===== config.mk =====
export PLATFORM = sky130hd
export DESIGN_NAME = knx_two_byte_float_codec_flat
export DESIGN_NICKNAME = d
export VERILOG_FILES = /design/src/rtl/knx2f_pkg.sv /design/src/rtl/knx2f_if.sv /design/src/rtl/knx2f_dp.sv /design/src/rtl/knx2f_ctrl.sv /design/src/rtl/knx_two_byte_float_codec.sv /design/src/flat_wrapper.sv
export SDC_FILE = /design/constraint.sdc
export NUM_CORES = 1
export LEC_CHECK = 0
export ABC_AREA = 1
export BUFFER_PORTS_ARGS = -buffer_cell sky130_fd_sc_hd__buf_2
export CAP_MARGIN = 20
export CORE_MARGIN = 2
export CORE_UTILIZATION = 50
export DETAILED_ROUTE_END_ITERATION = 6
export GPL_TIMING_DRIVEN = 1
export MAX_ROUTING_LAYER = met4
export PLACE_DENSITY = 0.76
export SLEW_MARGIN = 10
export SYNTH_ARGS = -nofsm -noshare
export SYNTH_HDL_FRONTEND = slang
export SYNTH_SLANG_ARGS = --single-unit

===== constraint.sdc =====
create_clock -name clk -period 4.8 [get_ports clk]
set_clock_uncertainty 0.15 [all_clocks]
set_input_delay 0.24 -clock clk [delete_from_list [all_inputs] [get_ports clk]]
set_output_delay 0.24 -clock clk [all_outputs]
set_load 0.1 [all_outputs]

===== src/rtl/knx2f_pkg.sv =====
// Shared types and constants for the KNX two-byte float codec.
// No dependencies; the datapath, controller, top level and bench import this package.
`default_nettype none
package knx2f_pkg;

  localparam int unsigned MANT_BITS = 11;
  localparam int unsigned EXP_BITS  = 4;
  localparam int unsigned MAG_BITS  = 27;
  localparam int unsigned CNT_BITS  = EXP_BITS + 1;

  localparam logic [MANT_BITS-1:0] MANT_MASK    = 11'h7FF;
  localparam logic [15:0]          INVALID_WORD = 16'h7FFF;
  localparam logic [31:0]          POS_LIMIT    = 32'd67076096;
  localparam logic [31:0]          NEG_LIMIT    = 32'd67108864;
  localparam logic [7:0]           EXP_MAX      = 8'd15;

  localparam logic ACT_ENCODE = 1'b0;
  localparam logic ACT_DECODE = 1'b1;
  localparam logic MODE_AUTO  = 1'b0;
  localparam logic MODE_FIXED = 1'b1;

  // controller -> datapath
  typedef struct packed {
    logic load;
    logic step;
    logic finish;
  } cmd_t;

  // datapath -> controller
  typedef struct packed {
    logic fin;
  } sts_t;

endpackage
`default_nettype wire


===== src/rtl/knx2f_if.sv =====
// Valid/ready channel interfaces for the codec's input and result beats.
// Depends on nothing but the field widths fixed by the KNX word format.
`default_nettype none
interface knx2f_in_if;
  logic               valid;
  logic               ready;
  logic               action;
  logic signed [31:0] value_times_100;
  logic               scale_mode;
  logic        [7:0]  scale_exp;
  logic        [15:0] raw_in;

  modport source (output valid, action, value_times_100, scale_mode, scale_exp, raw_in,
                  input ready);
  modport sink   (input valid, action, value_times_100, scale_mode, scale_exp, raw_in,
                  output ready);
endinterface

interface knx2f_out_if;
  logic               valid;
  logic               ready;
  logic        [15:0] raw_out;
  logic               invalid;
  logic signed [26:0] decoded_times_100;

  modport source (output valid, raw_out, invalid, decoded_times_100, input ready);
  modport sink   (input valid, raw_out, invalid, decoded_times_100, output ready);
endinterface
`default_nettype wire


===== src/rtl/knx2f_dp.sv =====
// Datapath: operand registers, shared one-bit shifter with exponent counter,
// and the result register. Depends on knx2f_pkg.
`default_nettype none
module knx2f_dp import knx2f_pkg::*; (
  input  wire logic               clk,
  input  wire cmd_t               cmd,
  output sts_t                    sts,
  input  wire logic               in_action,
  input  wire logic signed [31:0] in_value_times_100,
  input  wire logic               in_scale_mode,
  input  wire logic        [7:0]  in_scale_exp,
  input  wire logic        [15:0] in_raw_in,
  output logic             [15:0] out_raw_out,
  output logic                    out_invalid,
  output logic signed [26:0]      out_decoded_times_100
);

  logic                 act_r, neg_r, mode_r, range_bad_r;
  logic [7:0]           expv_r;
  logic [EXP_BITS-1:0]  rexp_r;
  logic [MAG_BITS-1:0]  mag_r;
  logic [CNT_BITS-1:0]  exp_r;

  logic                 ld_neg;
  logic [31:0]          ld_mag;
  logic [MANT_BITS-1:0] dec_m;
  logic [MANT_BITS:0]   dec_m_eff;
  logic                 enc_bad;
  logic [MANT_BITS-1:0] enc_m;
  logic [15:0]          raw_nxt;
  logic                 inv_nxt;
  logic [MAG_BITS-1:0]  dec_nxt;

  always_comb begin
    ld_neg = in_value_times_100[31];
    ld_mag = ld_neg ? (32'd0 - in_value_times_100) : in_value_times_100;
    // decode mantissa: negated for negative words, zero stands for 2048
    dec_m  = in_raw_in[15] ? (~in_raw_in[MANT_BITS-1:0] + 11'd1) : in_raw_in[MANT_BITS-1:0];
    dec_m_eff = (in_raw_in[15] && dec_m == '0) ? {1'b1, {MANT_BITS{1'b0}}} : {1'b0, dec_m};
  end

  always_comb begin
    if (act_r == ACT_DECODE) begin
      sts.fin = (exp_r == {1'b0, rexp_r});
    end else if (range_bad_r) begin
      sts.fin = 1'b1;
    end else if (mode_r == MODE_AUTO) begin
      sts.fin = (mag_r[MAG_BITS-1:MANT_BITS] == '0);
    end else begin
      sts.fin = (expv_r > EXP_MAX) || (exp_r == {1'b0, expv_r[EXP_BITS-1:0]});
    end
  end

  always_ff @(posedge clk) begin
    if (cmd.load) begin
      act_r       <= in_action;
      mode_r      <= in_scale_mode;
      expv_r      <= in_scale_exp;
      rexp_r      <= in_raw_in[14:11];
      exp_r       <= '0;
      if (in_action == ACT_DECODE) begin
        neg_r       <= in_raw_in[15];
        range_bad_r <= 1'b0;
        mag_r       <= MAG_BITS'(dec_m_eff);
      end else begin
        neg_r       <= ld_neg;
        range_bad_r <= ld_neg ? (ld_mag > NEG_LIMIT) : (ld_mag > POS_LIMIT);
        mag_r       <= ld_mag[MAG_BITS-1:0];
      end
    end else if (cmd.step) begin
      exp_r <= exp_r + CNT_BITS'(1);
      if (act_r == ACT_DECODE) begin
        mag_r <= {mag_r[MAG_BITS-2:0], 1'b0};
      end else if (mode_r == MODE_AUTO) begin
        // halve, rounding up
        mag_r <= (mag_r >> 1) + MAG_BITS'(mag_r[0]);
      end else begin
        mag_r <= mag_r >> 1;
      end
    end
  end

  always_comb begin
    enc_bad = range_bad_r ||
              ((mode_r == MODE_AUTO) ? exp_r[CNT_BITS-1] : (expv_r > EXP_MAX));
    enc_m   = neg_r ? (~mag_r[MANT_BITS-1:0] + 11'd1) : mag_r[MANT_BITS-1:0];
    dec_nxt = neg_r ? (MAG_BITS'(0) - mag_r) : mag_r;
    if (act_r == ACT_DECODE) begin
      raw_nxt = '0;
      inv_nxt = 1'b0;
    end else if (enc_bad) begin
      raw_nxt = INVALID_WORD;
      inv_nxt = 1'b1;
      dec_nxt = '0;
    end else begin
      raw_nxt = {neg_r, exp_r[EXP_BITS-1:0], enc_m & MANT_MASK};
      inv_nxt = 1'b0;
      dec_nxt = '0;
    end
  end

  always_ff @(posedge clk) begin
    if (cmd.finish) begin
      out_raw_out           <= raw_nxt;
      out_invalid           <= inv_nxt;
      out_decoded_times_100 <= dec_nxt;
    end
  end

endmodule
`default_nettype wire


===== src/rtl/knx2f_ctrl.sv =====
// Controller: sequences load, shift steps and result capture, and owns
// the channel handshakes. Depends on knx2f_pkg.
`default_nettype none
module knx2f_ctrl import knx2f_pkg::*; (
  input  wire logic clk,
  input  wire logic rst_n,
  input  wire logic in_valid,
  output logic      in_ready,
  output logic      out_valid,
  input  wire logic out_ready,
  output cmd_t      cmd,
  input  wire sts_t sts
);

  typedef enum logic {S_IDLE, S_RUN} state_t;

  state_t state_r, state_nxt;
  logic   out_valid_r, out_valid_nxt;
  logic   out_free;

  // no beat is taken while reset is held
  assign in_ready  = rst_n && (state_r == S_IDLE);
  assign out_valid = out_valid_r;
  assign out_free  = !out_valid_r || out_ready;

  always_comb begin
    cmd           = '0;
    state_nxt     = state_r;
    out_valid_nxt = out_valid_r && !out_ready;
    case (state_r)
      S_IDLE: begin
        if (in_valid && in_ready) begin
          cmd.load  = 1'b1;
          state_nxt = S_RUN;
        end
      end
      S_RUN: begin
        if (!sts.fin) begin
          cmd.step = 1'b1;
        end else if (out_free) begin
          // result register is free: capture and present the beat
          cmd.finish    = 1'b1;
          out_valid_nxt = 1'b1;
          state_nxt     = S_IDLE;
        end
      end
      default: state_nxt = S_IDLE;
    endcase
  end

  always_ff @(posedge clk) begin
    if (!rst_n) begin
      state_r     <= S_IDLE;
      out_valid_r <= 1'b0;
    end else begin
      state_r     <= state_nxt;
      out_valid_r <= out_valid_nxt;
    end
  end

`ifndef NO_ASSERTIONS
  a_load_runs: assert property (@(posedge clk) disable iff (!rst_n)
    cmd.load |=> (state_r == S_RUN))
    else $error("load did not start a run");
  a_step_xor_finish: assert property (@(posedge clk) disable iff (!rst_n)
    !(cmd.step && cmd.finish))
    else $error("step and finish in one cycle");
  a_finish_free: assert property (@(posedge clk) disable iff (!rst_n)
    cmd.finish |-> (!out_valid_r || out_ready))
    else $error("result overwritten before it was taken");
  a_finish_shows: assert property (@(posedge clk) disable iff (!rst_n)
    cmd.finish |=> out_valid_r)
    else $error("captured result not presented");
`endif

endmodule
`default_nettype wire


===== src/rtl/knx_two_byte_float_codec.sv =====
// KNX two-byte float codec, signed hundredths <-> 16-bit KNX float word.
// Usage:
//   in_ch  (sink)   : one beat per conversion. action selects encode of
//                     value_times_100 (scale_mode/scale_exp choose automatic
//                     or fixed exponent) or decode of raw_in.
//   out_ch (source) : one beat per input beat with raw_out, invalid and
//                     decoded_times_100; unused fields read as zero.
// Sequence: an accepted input is loaded, the one-bit shifter takes n steps,
//   n being the final exponent for encode (0..16 automatic, 0..15 fixed,
//   0 when out of range) or the word's exponent for decode, and the result
//   is then captured in the output register, which raises out_ch.valid.
// Flow: one item at a time; the next input beat is taken the cycle after
//   the result is captured.
// Stall: a captured result sits in the output register until taken; the
//   next item is accepted meanwhile and holds at its last step until the
//   output register frees up.
// Reset (rst_n low, synchronous): controller returns to idle, out_ch.valid
//   drops, in_ch.ready is low while rst_n is low and rises on its release.
// Depends on knx2f_pkg, knx2f_if, knx2f_ctrl, knx2f_dp.
`default_nettype none
module knx_two_byte_float_codec import knx2f_pkg::*; (
  input  wire logic  clk,
  input  wire logic  rst_n,
  knx2f_in_if.sink   in_ch,
  knx2f_out_if.source out_ch
);

  cmd_t cmd;
  sts_t sts;

  knx2f_ctrl u_ctrl (
    .clk       (clk),
    .rst_n     (rst_n),
    .in_valid  (in_ch.valid),
    .in_ready  (in_ch.ready),
    .out_valid (out_ch.valid),
    .out_ready (out_ch.ready),
    .cmd       (cmd),
    .sts       (sts)
  );

  knx2f_dp u_dp (
    .clk                   (clk),
    .cmd                   (cmd),
    .sts                   (sts),
    .in_action             (in_ch.action),
    .in_value_times_100    (in_ch.value_times_100),
    .in_scale_mode         (in_ch.scale_mode),
    .in_scale_exp          (in_ch.scale_exp),
    .in_raw_in             (in_ch.raw_in),
    .out_raw_out           (out_ch.raw_out),
    .out_invalid           (out_ch.invalid),
    .out_decoded_times_100 (out_ch.decoded_times_100)
  );

endmodule
`default_nettype wire


===== src/flat_wrapper.sv =====
// flat-port wrapper written by rule: the top's interface ports become plain ports
module knx_two_byte_float_codec_flat import knx2f_pkg::*;
  (clk, rst_n, in_ch_valid, in_ch_action, in_ch_value_times_100, in_ch_scale_mode, in_ch_scale_exp, in_ch_raw_in, in_ch_ready, out_ch_valid, out_ch_raw_out, out_ch_invalid, out_ch_decoded_times_100, out_ch_ready);
  knx2f_in_if in_ch_i ();
  knx2f_out_if out_ch_i ();
  input  wire logic clk;
  input  wire logic rst_n;
  input wire logic [$bits(in_ch_i.valid)-1:0] in_ch_valid;
  input wire logic [$bits(in_ch_i.action)-1:0] in_ch_action;
  input wire logic [$bits(in_ch_i.value_times_100)-1:0] in_ch_value_times_100;
  input wire logic [$bits(in_ch_i.scale_mode)-1:0] in_ch_scale_mode;
  input wire logic [$bits(in_ch_i.scale_exp)-1:0] in_ch_scale_exp;
  input wire logic [$bits(in_ch_i.raw_in)-1:0] in_ch_raw_in;
  output wire logic [$bits(in_ch_i.ready)-1:0] in_ch_ready;
  output wire logic [$bits(out_ch_i.valid)-1:0] out_ch_valid;
  output wire logic [$bits(out_ch_i.raw_out)-1:0] out_ch_raw_out;
  output wire logic [$bits(out_ch_i.invalid)-1:0] out_ch_invalid;
  output wire logic [$bits(out_ch_i.decoded_times_100)-1:0] out_ch_decoded_times_100;
  input wire logic [$bits(out_ch_i.ready)-1:0] out_ch_ready;
  assign in_ch_i.valid = in_ch_valid;
  assign in_ch_i.action = in_ch_action;
  assign in_ch_i.value_times_100 = in_ch_value_times_100;
  assign in_ch_i.scale_mode = in_ch_scale_mode;
  assign in_ch_i.scale_exp = in_ch_scale_exp;
  assign in_ch_i.raw_in = in_ch_raw_in;
  assign in_ch_ready = in_ch_i.ready;
  assign out_ch_valid = out_ch_i.valid;
  assign out_ch_raw_out = out_ch_i.raw_out;
  assign out_ch_invalid = out_ch_i.invalid;
  assign out_ch_decoded_times_100 = out_ch_i.decoded_times_100;
  assign out_ch_i.ready = out_ch_ready;
  knx_two_byte_float_codec u_core (.clk(clk), .rst_n(rst_n), .in_ch(in_ch_i), .out_ch(out_ch_i));
endmodule

# Yosys cells after proc, flatten, opt, wreduce, memory -nomap -nowiden
# Cells that the tools add are included.
# word_totals
register_bits,94
# op_classes
reduce_logical,13
n_lt_le_gt_ge,3
eq_ne,2
n_addsub,6
muxes,30
n_bitwise,3
# ops
cell,n
2-to-1 mux 27 bit,6
"greater-than comparator 32 x 26 -> 1 bit, second input constant",1
"greater-than comparator 32 x 27 -> 1 bit, second input constant",1
2-to-1 mux 32 bit,1
"subtractor 1 x 32 -> 32 bit, first input constant",1
adder 26 x 1 -> 27 bit,1
"subtractor 1 x 27 -> 27 bit, first input constant",1
"adder 11 x 1 -> 11 bit, second input constant",2
2-to-1 mux 11 bit,2
NOT 11 bit,2
2-to-1 mux 1 bit,17
zero test 16 bit,1
2-to-1 mux 15 bit,1
2-to-1 mux 12 bit,1
zero test 11 bit,1
equality test 5 x 4 -> 1 bit,2
"greater-than comparator 8 x 4 -> 1 bit, second input constant",1
"adder 5 x 1 -> 5 bit, second input constant",1
logical AND 1 bit,4
logical OR 1 bit,3
zero test 1 bit,2
2-to-1 mux 2 bit,1
one-hot mux 1 bit (2 select lines),1
nonzero test 2 bit,1
2 further kinds,2

# Longest topological paths before layout
# Gate-level depths: netlist of run 1.
# depth
depth_word,9
ltp_mapped,16
depth_no_buf,16

# Hierarchy
# A second synthesis of run 1 with hierarchy kept.
# unflattened
hier_cells,925
hier_area_um2,6831.6
# modules_own_cells
module,area_per_inst_um2,seq_area_each_um2,n_inst,cells_each
knx2f_dp,6734.0,2712.6,1,911
knx2f_ctrl,97.6,40.0,1,14

# Worst setup path after synthesis of run 1
# OpenSTA, ideal clock, no wires.
# synth_path
path_type,register to register
startpoint,reg u_core.u_dp.mag_r[13]
endpoint,"reg u_core.u_dp.out_decoded_times_100[0], enable pin"
arrival_ns,3.167
required_ns,4.204
synth_period_minus_slack_ns,3.763
stages_incl_launch_ff,10
setup_slack_ns,1.037
path_cell_list,edfxtp_1 inv_1 nand2_1 nor3_2 nand2_1 o21ai_0 nand2_1 nand2_1 nand3_1 nor2_1
# synth_lines
item,line_no,source
start: declaration,knx2f_dp.sv:21,logic [MAG_BITS-1:0] mag_r;
start signal: assignment,knx2f_dp.sv:64,mag_r <= MAG_BITS'(dec_m_eff);
start signal: assignment,knx2f_dp.sv:68,mag_r <= ld_mag[MAG_BITS-1:0];
start signal: assignment,knx2f_dp.sv:73,"mag_r <= {mag_r[MAG_BITS-2:0], 1'b0};"
end signal: assignment,knx2f_dp.sv:106,out_decoded_times_100 <= dec_nxt;
end: declaration,knx2f_dp.sv:15,output logic signed [26:0] out_decoded_times_100

# Worst setup path after layout of run 1
# layout_path
startpoint,reg u_core.u_dp.mag_r[13]
endpoint,"reg u_core.u_dp.mag_r[20], enable pin"
# layout_between
elab_chain_len,7
# layout_lines
item,line_no,source
zero test 16 bit,knx2f_dp.sv:48,sts.fin = (mag_r[MAG_BITS-1:MANT_BITS] == '0);
2-to-1 mux 1 bit,knx2f_dp.sv:47,end else if (mode_r == MODE_AUTO) begin
2-to-1 mux 1 bit,knx2f_dp.sv:45,end else if (range_bad_r) begin
2-to-1 mux 1 bit,knx2f_dp.sv:43,if (act_r == ACT_DECODE) begin
2-to-1 mux 1 bit,knx2f_ctrl.sv:38,if (!sts.fin) begin
2-to-1 mux 2 bit,knx2f_ctrl.sv:30,case (state_r)
nonzero test 2 bit (no line),--,
# Every way passes these cells.
# A chain may end at the register's enable or synchronous reset.

==> impl_metrics.ini, run 1 <==
[run_status]
status = finished clean

[logic_synthesis]
postSynth.asyncResetShare_pct = 0
synth_cells = 958
synth_edf_count = 87
syn_nets = 1027
synth_cell_type_count = 39
yosysSeqAreaShare_pct = 39.9
yosysWarnings = 0
synthesis.area_um2 = 6900
avgSynthCellArea_um2 = 7.20
synth_flop_cell = edfxtp_1
synth.ff_latch_count = 94

[drt]
drt_iter0_drc = 535
vias = 6641
drc_errors = 0
antenna_left = 0
viasPerCell = 5.33
drt-total-wl_um = 17100
wl_per_cell_um = 13.8
drtPass1Iterations = 5

[global_route]
overflow = 0
grt_start_max_net_pins = 57
groute.usage.overall_pct = 24.7
antenna_found_initial = 0
grt_pass1_wl_um = 28600
grt_pass1_vias = 5982

[floorplanning]
die_w_um = 121
fp-row-count = 42
num_io_pins = 108
start_util_pct = 51.7
chipHeight_um = 121
die_area_um2 = 14800
core_um2 = 13300

[sta]
hold_viol = 0
holdWs_ps = 21.9
drv_slew = 0
period_share_pct = 63.2
setup_violations = 0
slew_headroom_pct = 40.4
rsz0062_at_grt = false
max_freq_mhz = 330
worstMarginPinSlew_ps = 893
totalNegativeSetupSlack_ps = 0
timing.final.ws_setup_ps = 1770
post-route-min-period_ps = 3030

[pwr]
p_sw_uw = 705
p_sw_share_pct = 32.6
leakagePower_uw = 0.00358
power_density_nw_per_um2 = 270
pwr-share-comb_pct = 22.3
p_int_uw = 1460
pwr-share-seq_pct = 46.2
ir_worst_vdd_mv = 0.160
clkPwrFrac_pct = 31.5

[worst_setup_path]
critPathArrivalTime_ps = 2990
required_ps = 4750
worstPathMaxFanout = 17
cp-end-kind = register
start_kind = register
crit_type = reg -> reg

[layout]
diodes = 0
layout-drive-gt1-share_pct = 14.9
fillerInstances = 1281
syn2layout_area_growth_pct = 16.2
seq_area_um2 = 2750
multiInputGateArea_um2 = 3560
finalNonFillerCells = 1245
final_nets = 1133

[clock_network]
cts_root_buf = clkbuf_16
post_cts.repair.setup_buffers = 0
clk_latency_ps = 350
cts.sinks = 94
clk_pin_slew_ps = 70
cts_buffers = 9
cts-htree-levels = 3
cts_tree = built
clockBufferDepth = 2

[flow_run]
drv_cap = 0

[placement]
pre_cts_ws_ps = 1630
place_congestion = 0.914
place_hpwl_um = 13100
numPlacedInstances = 1215
numPortBuffers = 107

[worst_hold_path]
hp-class = in -> reg
[cell usage after synthesis (2+ instances only)]
master	instances	share of area, %
nand3_2	5	0.73
o21ai_1	3	0.22
edfxtp_1	87	38
nor4_1	3	0.27
nor3_2	3	0.44
xor2_1	30	3.8
o31ai_1	2	0.22
buf_2	7	0.51
nor3_4	4	0.94
o22ai_1	4	0.36
nor3_1	21	1.5
inv_2	5	0.27
o211ai_1	14	1.5
clkbuf_1	21	1.1
nor2_2	6	0.54
dfxtp_1	7	2.0
ha_1	7	1.3
o21ai_0	61	4.4
nand3_1	72	5.2
a31oi_1	3	0.27
xnor2_1	10	1.3
nor2_1	133	7.2
a21oi_1	41	3.0
inv_1	117	6.4
nand2_2	4	0.36
nand2_1	242	13
nand4_1	18	1.6
o221ai_1	9	1.1
nand3b_1	9	0.98
[per-layer routing]
| metal | vias up | track usage [%] | wire (um) |
|---|---|---|---|
| met3 | 22 | 2.73 | 1280 |
| li1 | 3400 | - | - |
| met4 | 0 | 6.47 | 277 |
| met2 | 276 | 37.6 | 7600 |
| met5 | - | - | 0 |
| met1 | 2943 | 35.5 | 7980 |
[cell usage in the layout (no fill, tap or decap), types with 3 or more instances in the layout]
cell	instances
a21oi_1	41
a31oi_1	3
buf_2	107
buf_4	3
clkbuf_16	9
clkinvlp_4	3
dfxtp_1	7
dlygate4sd3_1	13
edfxtp_1	87
ha_1	7
inv_1	117
inv_2	5
nand2_1	242
nand2_2	4
nand3_1	72
nand3_2	5
nand3b_1	9
nand4_1	18
nor2_1	132
nor2_2	6
nor3_1	21
nor3_2	3
nor3_4	4
nor4_1	3
o211ai_1	14
o21ai_0	61
o21ai_1	3
o221ai_1	9
o22ai_1	4
xnor2_1	10
xor2_1	30
[area by class of cell]
cell class	instances	area share (%)
clock buffer	9	2.81
tap	176	2.75
timing repair buffer	125	9.18
clock inverter	7	0.734
multi-input combinational	711	44.4
sequential	94	34.4
inverter	123	5.76
[power by group through the flow]
stage               Combinational, uW  Sequential, uW  Clock, uW
global route                      540            1000        723
finish                            482             999        681
CTS                               478             998        687
global placement                  459            1020          0
floorplan                         285            1070          0
detailed placement                467            1020          0
[state kept, by name (all words and copies together), names as in the netlist, 4 cells and up]
signal	cells
u_core.u_dp.expv_r	8
u_core.u_dp.exp_r	5
u_core.u_dp.mag_r	27
u_core.u_dp.out_decoded_times_100	27
u_core.u_dp.out_raw_out	16
u_core.u_dp.rexp_r	4
[worst max-delay path, stage by stage, from the launching register on]
cell and delay (ps):
edfxtp_1 500, inv_1 130, nand2_1 110, nor3_2 220, nand2_1 120, o21ai_0 350, nand2_1 90, nand2_1 80
nand2_1 50, nand2_1 240, nand2_1 420, buf_16 310
[what timing repair did]
item                                   4_1_cts  5_1_grt
endpoints found under the hold margin       13        0
hold buffers                                13        0
resized for setup                            0        0
[final timing paths]
check                                   start                                to  slack, ps  cells after the start
max           u_core.u_dp.mag_r[13]$_DFFE_PP_   u_core.u_dp.mag_r[20]$_DFFE_PP_       1770                     11
min                                     rst_n  u_core.u_ctrl.state_r$_SDFF_PN0_         20                      3
max reg2reg   u_core.u_dp.mag_r[13]$_DFFE_PP_   u_core.u_dp.mag_r[20]$_DFFE_PP_       1770                     11
min reg2reg  u_core.u_ctrl.state_r$_SDFF_PN0_  u_core.u_ctrl.state_r$_SDFF_PN0_        430                      2
[cells by family after synthesis]
group | Yosys count | share of synthesized area (%)
flip-flops | 94 | 39.9
adder cells (fa/ha/maj) | 7 | 1.27
AO/OA/AOI/OAI | 141 | 11.6
buffers and inverters | 153 | 8.62
AND/OR/NAND/NOR | 523 | 33.5
XOR/XNOR | 40 | 5.08
[through the flow]
stage / cell area [um2] / utilization [%] / power [uW]
6_report: 8010 / 60.0 / 2160
5_1_grt: 8010 / 60.0 / 2270
4_1_cts: 7990 / 59.9 / 2160
3_5_place_dp: 7580 / 56.8 / 1480
3_3_place_gp: 7550 / 56.6 / 1470
2_1_floorplan: 6900 / - / 1360
No activity file was read; power rests on OpenSTA's default activity.
==> run 2, diff against run 1 <==
Clock period 4.8 ns to 2.8 ns, I/O delays scaled along.
==> run 2 against run 1 <==
Compared with the run above:
- design area increased by 1.9%
- combinational power is 79% higher
- setup slack worse by 1500 ps
- via count is 2.2% higher
- worst hold slack improved by 12 ps
- flip-flop and latch count did not move
- global-route usage grew 0.67 points
- final cell count rose by 1.1%
==> impl_metrics.ini, run 2 (synthesized netlist as in run 1, its figures left out) <==
[drt]
drtPass1Iterations = 5
antenna_left = 0
drt_iter0_drc = 666
drc_errors = 0
viasPerCell = 5.39
vias = 6784
wl_per_cell_um = 14.1
drt-total-wl_um = 17700

[global_route]
use_met1_pct = 35.9
grt_pass1_wl_um = 29200
use_met3_pct = 2.49
busiest_layer = met2
grt_pass1_vias = 6022
antenna_found_initial = 0
groute.usage.overall_pct = 25.4
grt_start_max_net_pins = 47
overflow = 0
gr-usage-met2_pct = 38.4

[clock_network]
cts_repair_resize_count = 0
clockBufferDepth = 2
cts-htree-levels = 3
clk_pin_slew_ps = 70
cts_tree = built
cts_root_buf = clkbuf_16
postCtsHoldBufs = 15
post_cts.repair.setup_buffers = 0
cts.sinks = 94
clk_latency_ps = 350
cts_buffers = 9

[pwr]
power_density_nw_per_um2 = 470
power_uw = 3830
leakagePower_uw = 0.00367
ir_worst_vdd_mv = 0.322

[worst_setup_path]
required_ps = 2940
crit_type = reg -> reg
critPathArrivalTime_ps = 2720
cp-end-kind = register
r2r_end = u_core.u_ctrl.out_valid$_SDFF_PN0_
start_kind = register
reg2reg_from = u_core.u_dp.mag_r[11]$_DFFE_PP_
cpMostUsedCell = nand2_1
path_cells = inv_1, nand2_2, nor3_1, nand3b_1, o21ai_0, nand2_1, nand2_1, nand3_1, a21oi_1, dlygate4sd3_1
slowest_delay_ps = 560
r2r_slack_ps = 220
worstPathMaxFanout = 5
slowest_stage = dlygate4sd3_1
reg2reg_depth = 10

[sta]
worstMarginPinSlew_ps = 690
period_share_pct = 92.0
holdWs_ps = 33.9
setup_violations = 0
max_freq_mhz = 388
hold_viol = 0
post-route-min-period_ps = 2580
totalNegativeSetupSlack_ps = 0
slew_headroom_pct = 54.0
rsz0062_at_grt = false
drv_slew = 0

[placement]
place_congestion = 0.996
place_hpwl_um = 13400
numPortBuffers = 107

[layout]
diodes = 0
mostFrequentLayoutCell = nand2_1
layout-drive-gt1-share_pct = 15.9
final_nets = 1147
fillerInstances = 1236
final_cell_mix = 242 x nand2_1, 131 x nor2_1, 117 x inv_1, 107 x buf_2, 87 x edfxtp_1
syn2layout_area_growth_pct = 18.4
reg_top3 = u_core.u_dp.mag_r x27, u_core.u_dp.out_decoded_times_100 x27, u_core.u_dp.out_raw_out x16

[floorplanning]
num_io_pins = 108
die_area_um2 = 14800
chipHeight_um = 121
fp-row-count = 42
core_um2 = 13300
die_w_um = 121
start_util_pct = 51.7

[run_status]
status = finished clean

[worst_hold_path]
holdCritStartpoint = in_ch_action
holdPathEnd = u_core.u_dp.act_r$_DFFE_PP_
hp-class = in -> reg
holdPathStages = 1

[flow_run]
drv_cap = 0
## run 2: critical path: cells and delay by family, from the launching register on
family / cells / cell delay (ps)
and+or+nand+nor: 6 / 680
AOI/OAI and AO/OA: 2 / 450
buffers and inverters: 2 / 770
DFF: 1 / 460
## run 2: metrics by stage
stage | util, % | worst slack, ps | std cells | area, um2
after detailed placement | 57.7 | 288 | 1228 | 7700
after CTS | 61.2 | 246 | 1259 | 8170
after global routing | 61.2 | 72.1 | 1259 | 8170
final | 61.2 | 224 | 1259 | 8170
after global placement | 57.7 | 380 | 1228 | 7700
after floorplan | - | 224 | 958 | 6910
## run 2: final cells by class
type                    count  area (um2)  area share (%)
clock inverters             6        75.1           0.919
repair buffers            139         851            10.4
clock buffers              10         239            2.93
multi-input cells         711        3570            43.7
inverters                 123         462            5.65
well taps                 176         220            2.70
flip-flops and latches     94        2750            33.7
## run 2: how the worst max path moves through the flow
stage                                          startpoint                                                   to  slack (ps)  depth (start not counted)
after floorplan           u_core.u_dp.mag_r[13]$_DFFE_PP_   u_core.u_dp.out_decoded_times_100[0]$_SDFFCE_PN0P_         220                          9
after global placement    u_core.u_dp.mag_r[11]$_DFFE_PP_  u_core.u_dp.out_decoded_times_100[26]$_SDFFCE_PN0P_         380                         10
after detailed placement   u_core.u_dp.mag_r[1]$_DFFE_PP_                      u_core.u_dp.mag_r[20]$_DFFE_PP_         290                         13
after CTS                 u_core.u_dp.mag_r[11]$_DFFE_PP_                   u_core.u_ctrl.out_valid$_SDFF_PN0_         250                         10
after global routing       u_core.u_dp.mag_r[1]$_DFFE_PP_                      u_core.u_dp.mag_r[20]$_DFFE_PP_          70                         13
final                     u_core.u_dp.mag_r[11]$_DFFE_PP_                   u_core.u_ctrl.out_valid$_SDFF_PN0_         220                         10
## run 2: metal layers
metal,part of all wire (%),vias up,routed length [um]
met3,7.5,31,1330
met5,0,-,0
met1,46,3021,8120
li1,-,3426,-
met2,44,306,7870
met4,2.2,0,386
## run 2: report_power, final
part / internal [uW] / switching, uW
sequential: 1630 / 72.3
clock: 730 / 535
combinational: 264 / 600
total: 2630 / 1210
